## src/design/wpts_pkg.sv

```systemverilog
`timescale 1ns / 1ps

package wpts_pkg;

    // Width of the internal offset and index counters.
    localparam int OFFSET_BITS = 24;
    // Width of the offset and index fields on the result port.
    localparam int TOKEN_W = 24;
    // Depth of the job queue between the front and the back.
    localparam int QDEPTH = 4;
    localparam int QPTR_W = (QDEPTH > 1) ? $clog2(QDEPTH) : 1;
    localparam int QCNT_W = $clog2(QDEPTH + 1);

    localparam logic [OFFSET_BITS-1:0] OFF_MAX = {OFFSET_BITS{1'b1}};

    // Input command codes.
    localparam logic CMD_TEXT  = 1'b0;
    localparam logic CMD_FLUSH = 1'b1;

    // Token kinds.
    localparam logic KIND_WORD  = 1'b0;
    localparam logic KIND_PUNCT = 1'b1;

    // Byte classes.
    localparam logic [1:0] CLS_SPACE = 2'd0;
    localparam logic [1:0] CLS_ALNUM = 2'd1;
    localparam logic [1:0] CLS_OTHER = 2'd2;

    // Character constants.
    localparam logic [7:0] CH_TAB  = 8'h09;
    localparam logic [7:0] CH_LF   = 8'h0A;
    localparam logic [7:0] CH_CR   = 8'h0D;
    localparam logic [7:0] CH_SP   = 8'h20;
    localparam logic [7:0] CH_0    = 8'h30;
    localparam logic [7:0] CH_9    = 8'h39;
    localparam logic [7:0] CH_UA   = 8'h41;
    localparam logic [7:0] CH_UZ   = 8'h5A;
    localparam logic [7:0] CH_LA   = 8'h61;
    localparam logic [7:0] CH_LZ   = 8'h7A;

    // One unit of work handed from the front to the back.
    typedef struct packed {
        logic                   flush;      // end of text: clear the back's counters
        logic                   word_emit;  // a pending word ends here
        logic                   punct_emit; // a punctuation token follows
        logic                   sat_set;    // the byte offset saturated on this byte
        logic [OFFSET_BITS-1:0] word_start;
        logic [OFFSET_BITS-1:0] word_end;   // also the punctuation start
        logic [OFFSET_BITS-1:0] punct_end;
        logic [7:0]             punct_byte;
    } job_t;

    // Queue status seen by the front and the back.
    typedef struct packed {
        logic full;
        logic nonempty;
    } qstat_t;

    // Class of one text byte.
    function automatic logic [1:0] classify(input logic [7:0] b);
        logic [1:0] c;
        if (b == CH_TAB || b == CH_CR || b == CH_LF || b == CH_SP)
            c = CLS_SPACE;
        else if ((b >= CH_0 && b <= CH_9) || (b >= CH_LA && b <= CH_LZ)
                 || (b >= CH_UA && b <= CH_UZ))
            c = CLS_ALNUM;
        else
            c = CLS_OTHER;
        return c;
    endfunction

    // Fit an internal offset or index to the result field width.
    function automatic logic [TOKEN_W-1:0] fit_token(input logic [OFFSET_BITS-1:0] v);
        return TOKEN_W'(v);
    endfunction

endpackage

```

## src/design/wpts_front.sv

```systemverilog
`timescale 1ns / 1ps

module wpts_front
    import wpts_pkg::*;
(
    input  logic       clk,
    input  logic       rst_n,
    input  logic       in_valid,
    output logic       in_stall,
    input  logic       cmd,
    input  logic [7:0] char_code,
    input  qstat_t     qstat,
    output logic       push,
    output job_t       push_job
);

    logic [OFFSET_BITS-1:0] offset_reg, offset_next;
    logic [OFFSET_BITS-1:0] wstart_reg, wstart_next;
    logic                   in_word_reg, in_word_next;

    logic                   accept;
    logic                   need;
    logic                   at_max;
    logic [OFFSET_BITS-1:0] end_off;
    logic [1:0]             cls;

    assign in_stall = qstat.full;
    assign accept   = in_valid && !qstat.full;
    assign push     = accept && need;

    // Classify the byte, track the offset and the pending word, and build a job.
    always_comb
    begin
        offset_next  = offset_reg;
        wstart_next  = wstart_reg;
        in_word_next = in_word_reg;
        cls          = classify(char_code);
        at_max       = (offset_reg == OFF_MAX);
        end_off      = at_max ? offset_reg : offset_reg + 1'b1;
        need         = 1'b0;

        push_job            = '0;
        push_job.word_start = wstart_reg;
        push_job.word_end   = offset_reg;
        push_job.punct_end  = end_off;
        push_job.punct_byte = char_code;

        if (cmd == CMD_FLUSH)
        begin
            push_job.flush     = 1'b1;
            push_job.word_emit = in_word_reg;
            need               = 1'b1;
            if (accept)
            begin
                offset_next  = '0;
                wstart_next  = '0;
                in_word_next = 1'b0;
            end
        end
        else
        begin
            push_job.sat_set = at_max;
            if (cls == CLS_ALNUM)
            begin
                need = at_max;
            end
            else
            begin
                push_job.word_emit  = in_word_reg;
                push_job.punct_emit = (cls == CLS_OTHER);
                need = at_max || in_word_reg || (cls == CLS_OTHER);
            end
            if (accept)
            begin
                offset_next = end_off;
                if (cls == CLS_ALNUM)
                begin
                    if (!in_word_reg)
                    begin
                        wstart_next  = offset_reg;
                        in_word_next = 1'b1;
                    end
                end
                else
                begin
                    in_word_next = 1'b0;
                end
            end
        end
    end

    // Front state registers.
    always_ff @(posedge clk or negedge rst_n)
    begin
        if (!rst_n)
        begin
            offset_reg  <= '0;
            wstart_reg  <= '0;
            in_word_reg <= 1'b0;
        end
        else
        begin
            offset_reg  <= offset_next;
            wstart_reg  <= wstart_next;
            in_word_reg <= in_word_next;
        end
    end

endmodule

```

## src/design/wpts_queue.sv

```systemverilog
`timescale 1ns / 1ps

module wpts_queue
    import wpts_pkg::*;
(
    input  logic   clk,
    input  logic   rst_n,
    input  logic   push,
    input  job_t   push_job,
    input  logic   pop,
    output job_t   head,
    output qstat_t qstat
);

    job_t              slot_reg [QDEPTH];
    logic [QPTR_W-1:0] wptr_reg, wptr_next;
    logic [QPTR_W-1:0] rptr_reg, rptr_next;
    logic [QCNT_W-1:0] count_reg, count_next;

    assign head           = slot_reg[rptr_reg];
    assign qstat.full     = (count_reg == QCNT_W'(QDEPTH));
    assign qstat.nonempty = (count_reg != '0);

    // Pointer and fill count updates.
    always_comb
    begin
        wptr_next  = wptr_reg;
        rptr_next  = rptr_reg;
        count_next = count_reg;
        if (push)
            wptr_next = (wptr_reg == QPTR_W'(QDEPTH - 1)) ? '0 : wptr_reg + 1'b1;
        if (pop)
            rptr_next = (rptr_reg == QPTR_W'(QDEPTH - 1)) ? '0 : rptr_reg + 1'b1;
        if (push && !pop)
            count_next = count_reg + 1'b1;
        else if (pop && !push)
            count_next = count_reg - 1'b1;
    end

    always_ff @(posedge clk or negedge rst_n)
    begin
        if (!rst_n)
        begin
            wptr_reg  <= '0;
            rptr_reg  <= '0;
            count_reg <= '0;
        end
        else
        begin
            wptr_reg  <= wptr_next;
            rptr_reg  <= rptr_next;
            count_reg <= count_next;
        end
    end

    // Job storage; no reset needed for payload.
    always_ff @(posedge clk)
    begin
        if (push)
            slot_reg[wptr_reg] <= push_job;
    end

endmodule

```

## src/design/wpts_back.sv

```systemverilog
`timescale 1ns / 1ps

module wpts_back
    import wpts_pkg::*;
(
    input  logic               clk,
    input  logic               rst_n,
    input  job_t               head,
    input  qstat_t             qstat,
    output logic               pop,
    output logic               out_valid,
    input  logic               out_stall,
    output logic [TOKEN_W-1:0] token_start,
    output logic [TOKEN_W-1:0] token_end,
    output logic [TOKEN_W-1:0] token_index,
    output logic               token_kind,
    output logic [7:0]         punct_byte,
    output logic               overflow,
    output logic               last_of_run
);

    logic [OFFSET_BITS-1:0] count_reg, count_next;
    logic                   sat_reg, sat_next;
    logic                   phase_reg, phase_next;
    logic                   ovalid_reg, ovalid_next;
    logic [TOKEN_W-1:0]     start_reg, start_next;
    logic [TOKEN_W-1:0]     end_reg, end_next;
    logic [TOKEN_W-1:0]     index_reg, index_next;
    logic                   kind_reg, kind_next;
    logic [7:0]             pbyte_reg, pbyte_next;
    logic                   ovf_reg, ovf_next;
    logic                   last_reg, last_next;

    logic                   advance;
    logic                   emit_word;
    logic                   emit_punct;
    logic                   step;
    logic                   sat_in;
    logic                   count_max;

    assign out_valid   = ovalid_reg;
    assign token_start = start_reg;
    assign token_end   = end_reg;
    assign token_index = index_reg;
    assign token_kind  = kind_reg;
    assign punct_byte  = pbyte_reg;
    assign overflow    = ovf_reg;
    assign last_of_run = last_reg;

    // Work off the head job: one token per cycle while the output is not stalled, counters in order.
    always_comb
    begin
        count_next  = count_reg;
        sat_next    = sat_reg;
        phase_next  = phase_reg;
        start_next  = start_reg;
        end_next    = end_reg;
        index_next  = index_reg;
        kind_next   = kind_reg;
        pbyte_next  = pbyte_reg;
        ovf_next    = ovf_reg;
        last_next   = last_reg;

        advance    = !ovalid_reg || !out_stall;
        emit_word  = head.word_emit && !phase_reg;
        emit_punct = head.punct_emit && (phase_reg || !head.word_emit);
        step       = qstat.nonempty && (!(emit_word || emit_punct) || advance);
        pop        = step && !(emit_word && head.punct_emit);
        sat_in     = sat_reg || head.sat_set;
        count_max  = (count_reg == OFF_MAX);

        ovalid_next = advance ? (step && (emit_word || emit_punct)) : ovalid_reg;

        if (step)
        begin
            if (emit_word || emit_punct)
            begin
                count_next = count_max ? count_reg : count_reg + 1'b1;
                sat_next   = sat_in || count_max;
                index_next = fit_token(count_reg);
                ovf_next   = sat_in || count_max;
                if (emit_word)
                begin
                    start_next = fit_token(head.word_start);
                    end_next   = fit_token(head.word_end);
                    kind_next  = KIND_WORD;
                    pbyte_next = '0;
                    last_next  = !head.punct_emit;
                end
                else
                begin
                    start_next = fit_token(head.word_end);
                    end_next   = fit_token(head.punct_end);
                    kind_next  = KIND_PUNCT;
                    pbyte_next = head.punct_byte;
                    last_next  = 1'b1;
                end
            end
            else
            begin
                sat_next = sat_in;
            end
            phase_next = emit_word && head.punct_emit;
            if (head.flush)
            begin
                count_next = '0;
                sat_next   = 1'b0;
            end
        end
    end

    // Control state.
    always_ff @(posedge clk or negedge rst_n)
    begin
        if (!rst_n)
        begin
            count_reg  <= '0;
            sat_reg    <= 1'b0;
            phase_reg  <= 1'b0;
            ovalid_reg <= 1'b0;
        end
        else
        begin
            count_reg  <= count_next;
            sat_reg    <= sat_next;
            phase_reg  <= phase_next;
            ovalid_reg <= ovalid_next;
        end
    end

    // Result register payload.
    always_ff @(posedge clk)
    begin
        start_reg <= start_next;
        end_reg   <= end_next;
        index_reg <= index_next;
        kind_reg  <= kind_next;
        pbyte_reg <= pbyte_next;
        ovf_reg   <= ovf_next;
        last_reg  <= last_next;
    end

endmodule

```

## src/design/word_punct_token_splitter.sv

```systemverilog
`timescale 1ns / 1ps
// Channel   Direction  Handshake            Payload
// input     in         in_valid / in_stall  cmd, char_code
// result    out        out_valid / out_stall token_start, token_end, token_index,
//                                           token_kind, punct_byte, overflow, last_of_run
//
// One byte is taken per cycle while in_stall is low; the front classifies it in that cycle
// and queues a job when the byte needs one. The back gives one token per cycle while out_stall
// is low, so a byte that ends a word and is punctuation yields two tokens from one job;
// the four-entry job queue absorbs this. A result passes the queue write, then the output
// register, after its byte's transfer.
// Reset clears the offsets, the word state, the counters and the queue.
// in_stall rises only when the queue is full; out_stall holds the output register.

module word_punct_token_splitter
    import wpts_pkg::*;
(
    input  logic               clk,
    input  logic               rst_n,
    input  logic               in_valid,
    output logic               in_stall,
    input  logic               cmd,
    input  logic [7:0]         char_code,
    output logic               out_valid,
    input  logic               out_stall,
    output logic [TOKEN_W-1:0] token_start,
    output logic [TOKEN_W-1:0] token_end,
    output logic [TOKEN_W-1:0] token_index,
    output logic               token_kind,
    output logic [7:0]         punct_byte,
    output logic               overflow,
    output logic               last_of_run
);

    qstat_t qstat;
    logic   push;
    job_t   push_job;
    logic   pop;
    job_t   head;

    // Classification and offset tracking.
    wpts_front u_front (
        .clk       (clk),
        .rst_n     (rst_n),
        .in_valid  (in_valid),
        .in_stall  (in_stall),
        .cmd       (cmd),
        .char_code (char_code),
        .qstat     (qstat),
        .push      (push),
        .push_job  (push_job)
    );

    // Job queue between the two halves.
    wpts_queue u_queue (
        .clk      (clk),
        .rst_n    (rst_n),
        .push     (push),
        .push_job (push_job),
        .pop      (pop),
        .head     (head),
        .qstat    (qstat)
    );

    // Token numbering and result output.
    wpts_back u_back (
        .clk         (clk),
        .rst_n       (rst_n),
        .head        (head),
        .qstat       (qstat),
        .pop         (pop),
        .out_valid   (out_valid),
        .out_stall   (out_stall),
        .token_start (token_start),
        .token_end   (token_end),
        .token_index (token_index),
        .token_kind  (token_kind),
        .punct_byte  (punct_byte),
        .overflow    (overflow),
        .last_of_run (last_of_run)
    );

endmodule
```

## config.mk

```make
export PLATFORM = sky130hd
export DESIGN_NAME = word_punct_token_splitter
export DESIGN_NICKNAME = d
export VERILOG_FILES = /design/src/design/wpts_pkg.sv /design/src/design/wpts_front.sv /design/src/design/wpts_queue.sv /design/src/design/wpts_back.sv /design/src/design/word_punct_token_splitter.sv
export SDC_FILE = /design/constraint.sdc
export NUM_CORES = 1
export LEC_CHECK = 0
export ABC_AREA = 1
export BUFFER_PORTS_ARGS = -buffer_cell sky130_fd_sc_hd__buf_4
export CAP_MARGIN = 0
export CORE_MARGIN = 4
export CORE_UTILIZATION = 55
export DETAILED_ROUTE_END_ITERATION = 10
export HOLD_SLACK_MARGIN = 0.06
export PLACE_DENSITY_LB_ADDON = 0.3
export SYNTH_ARGS = -nofsm -noshare
export SYNTH_HDL_FRONTEND = slang
export SYNTH_SLANG_ARGS = --single-unit
```

## constraint.sdc

```tcl
create_clock -name clk -period 7.78 [get_ports clk]
set_clock_uncertainty 0.2 [all_clocks]
set_input_delay 0.389 -clock clk [delete_from_list [all_inputs] [get_ports clk]]
set_output_delay 0.389 -clock clk [all_outputs]
set_load 0.03 [all_outputs]
```

==> flow_metrics.py <==
metrics = {
    "status": {
        "status": "finished, final reports clean",
    },
    "drt": {
        "routed_wl_mm": 47.03,
        "wl_per_cell_um": 19.68,
        "drt_iter0_drc": 1427,
        "ant_nets": 0,
        "drc": 0,
        "drt-pass1-iter-count": 6,
        "vias": 13724,
        "viasPerCell": 5.742,
    },
    "yosys": {
        "synthArstFlopShare": 0.1653,
        "syn-cell-area_um2": 20590,
        "synth_mux_area_frac": 0,
        "synth_xor_area_frac": 0.01276,
        "synth_seq_area_share": 0.7121,
        "synth-simple-area-share": 0.1513,
        "synth_cell_types": 41,
        "synth-seq-cells": 502,
        "syn_avg_cell_area_um2": 11.51,
        "yosys_warnings": 0,
        "synth_nets": 1810,
        "synth_compound_area_frac": 0.08309,
        "synth-adder-area-share": 0.005835,
        "synth_top_family_by_area": "simple AND/OR/NAND/NOR gates",
        "syn_inst": 1788,
        "synth_edf_count": 419,
        "ys.flop_type": "edfxtp_1",
    },
    "die": {
        "io_pins": 98,
        "die_area_um2": 40590,
        "core_area_um2": 36790,
        "initial_utilization": 0.5596,
        "die_w_um": 201.5,
        "die_h_um": 201.5,
        "rows": 70,
    },
    "setup_path": {
        "crit_family": "buffers and inverters",
        "worstPathArrival_ns": 4.41,
        "slowest_delay_ns": 0.90,
        "end_kind": "flip-flop",
        "critPathMaxFanout": 98,
        "worst-endpoint-required_ns": 7.76,
        "crit_type": "reg -> reg",
        "cpMaxStageDelayCell": "inv_4",
        "worstSetupStartpointType": "flip-flop",
        "crit_chain": "inv_4 -> nand2_1 -> nand3_1 -> nand2_1 -> nand2_2 -> nand2_2 -> nand2_2 -> nand2_4 -> inv_1 -> nand2_1 -> clkinv_2 -> buf_4",
        "crit_buf_inv": 4,
    },
    "layout": {
        "final_layout_size_suffix_gt1_frac": 0.1165,
        "largest_register_ffs": 336,
        "fillers": 2707,
        "nets": 1903,
        "areaGrowthSynthToFinish_pct": 13.83,
        "diodes": 0,
        "post-route-cell-area_um2": 23430,
    },
    "place": {
        "placed_area_um2": 21670,
        "hpwl_mm": 27.23,
        "place_congestion": 0.9165,
        "portBuffers": 97,
    },
    "clock_tree": {
        "cts_buffers": 49,
        "clock_latency_ns": 0.57,
        "cts_root_buf": "clkbuf_16",
        "htreeDepth": 2,
        "cts_tree": "built",
        "postCtsSetupBuffers": 0,
        "cts_resized": 0,
        "cts_buffer_depth": 3,
        "cts_sinks": 502,
        "clk_pin_slew_worst_paths_ns": 0.06,
    },
    "global_route": {
        "grt_pass1_vias": 13598,
        "grt_max_degree": 99,
        "grt_antenna_before_repair": 0,
        "grt_usage": 0.2298,
        "grt_first_pass_wirelength_mm": 74.26,
        "grt_overflow": 0,
    },
    "power_and_ir_drop": {
        "design_power_total_w": 0.009605,
        "ir_drop_v": 0.0002814,
        "leakage_nw": 9.052,
        "powerDensity_nw_per_um2": 409.9,
    },
    "sta": {
        "setup_violations": 0,
        "grt_setup_unrepaired": "false",
        "final.setup.tns_ns": 0,
        "period_share": 0.5691,
        "slew_headroom": 0.2557,
        "post-route-min-period_ns": 4.428,
        "finalMaxSlewViolations": 0,
        "fmax_ghz": 0.2258,
        "finalHoldViolations": 0,
        "worst_pin_slew_ns": 1.113,
    },
    "hold_path": {
        "hp-class": "in -> async",
    },
    "flow_run": {
        "max_cap_violations": 0,
    },
}
## placed cells by master, fill, tap and decap left out, types with 4 or more instances in the layout
cell type,instances
nand4_1,4
nand2_2,7
inv_1,82
o22ai_1,53
clkinv_2,7
clkbuf_16,51
o21ai_1,19
dfrtp_1,81
nand3_1,32
clkbuf_1,14
xor2_1,18
a21oi_1,28
edfxtp_1,419
o21ai_2,4
nor2_4,8
o21ai_0,167
a32o_1,18
nor2_1,259
nand2_1,445
buf_4,113
inv_2,4
dlygate4sd3_1,11
xnor2_1,12
ha_1,8
clkbuf_8,10
clkinv_1,5
a31oi_1,11
bufinv_16,4
nor3_1,5
## routing by layer
layer / vias up / GRT usage / wire, um
met3: 105 / 0.03948 / 3287
met2: 562 / 0.3843 / 23270
met4: 0 / 0.08618 / 1560
met5: - / 0 / 0
met1: 6702 / 0.3057 / 18910
li1: 6355 / - / -
## cells by family after synthesis
family / after synthesis
AOI/OAI and AO/OA: 303
xor gates and xnor gates: 30
adders and majority gates: 9
buffers and inverters: 170
DFF: 502
and+or+nand+nor: 774
## what timing repair did
action / in CTS / in global routing
endpoints found under the setup margin: 0 / 0
hold buffers: 11 / 0
hold endpoints to repair: 66 / 0
## Yosys cell counts (2+ instances only)
cell      number  area, um^2
nand2_4        2       22.52
nand3b_1       2       15.01
clkbuf_1      44       165.2
xnor2_1       12       105.1
nor2_1       263       987.2
inv_2          4       15.01
o21ai_0      167       835.8
edfxtp_1     419       12580
nor2_4         4       45.04
buf_6          4       45.04
nand4_1        4       25.02
buf_1          4       15.01
nand3_1       32       160.2
ha_1           8       100.1
nand2_2        7       43.79
dfrtp_1       83        2077
buf_4          5       37.54
nor3_1         5       25.02
inv_1         84       315.3
o21ai_2        4       35.03
a31oi_1       11       68.82
a21oi_1       28       140.1
nor2_2         2       12.51
buf_2         25       125.1
xor2_1        18       157.7
o21ai_1       19       95.09
a32o_1        18       180.2
o22ai_1       53       331.6
nand2_1      445        1670
## metrics by stage
step           setup slack (ns)  cells  hold WS, ns    util
6_report                  3.352   2390      0.06863  0.6370
5_1_grt                   3.022   2390      0.08593  0.6370
4_1_cts                   3.371   2390      0.07149  0.6370
3_5_place_dp              3.389   2287       0.1255  0.5891
3_3_place_gp              3.507   2287       0.1250  0.5891
2_1_floorplan             2.073   1788      -0.1066       -
## area by class of cell
cell class	count	area, um^2	area share
sequential	502	14660	0.6258
multi-input combinational	1116	5239	0.2236
tap	468	585.6	0.02499
clock buffer	75	1466	0.06258
inverter	88	334.1	0.01426
clock inverter	17	185.2	0.007903
timing repair buffer	124	958.4	0.04090
## final timing paths
check | start | endpoint | slack (ns) | cells past startpoint
worst max-delay path | u_queue.rptr_reg[0] | u_back.token_end[17] | 3.35 | 12
worst min-delay path | rst_n | u_back.count_reg[1] | 0.07 | 2
worst max register to register | u_queue.rptr_reg[0] | u_back.token_end[17] | 3.35 | 12
worst min register to register | u_back.sat_reg | u_back.sat_reg | 0.31 | 2
max in group asynchronous | rst_n | u_queue.rptr_reg[0] | 6.00 | 3
min in group clk | in_valid | u_front.offset_reg[14] | 0.14 | 5
## worst register-to-register path: cells and delay by family, from the launching register on
family | cells | cell delay, ns
simple gates | 8 | 0.76
flops | 1 | 0.80
buf+inv | 4 | 2.22
## power by group
part	internal (W)	switching, W	leakage, nW
combinational	0.000873	0.00233	3.02
clock	0.00143	0.000955	0.809
sequential	0.00373	0.000284	5.22
total	0.00604	0.00357	9.05
(Power assumes the default switching activity.)
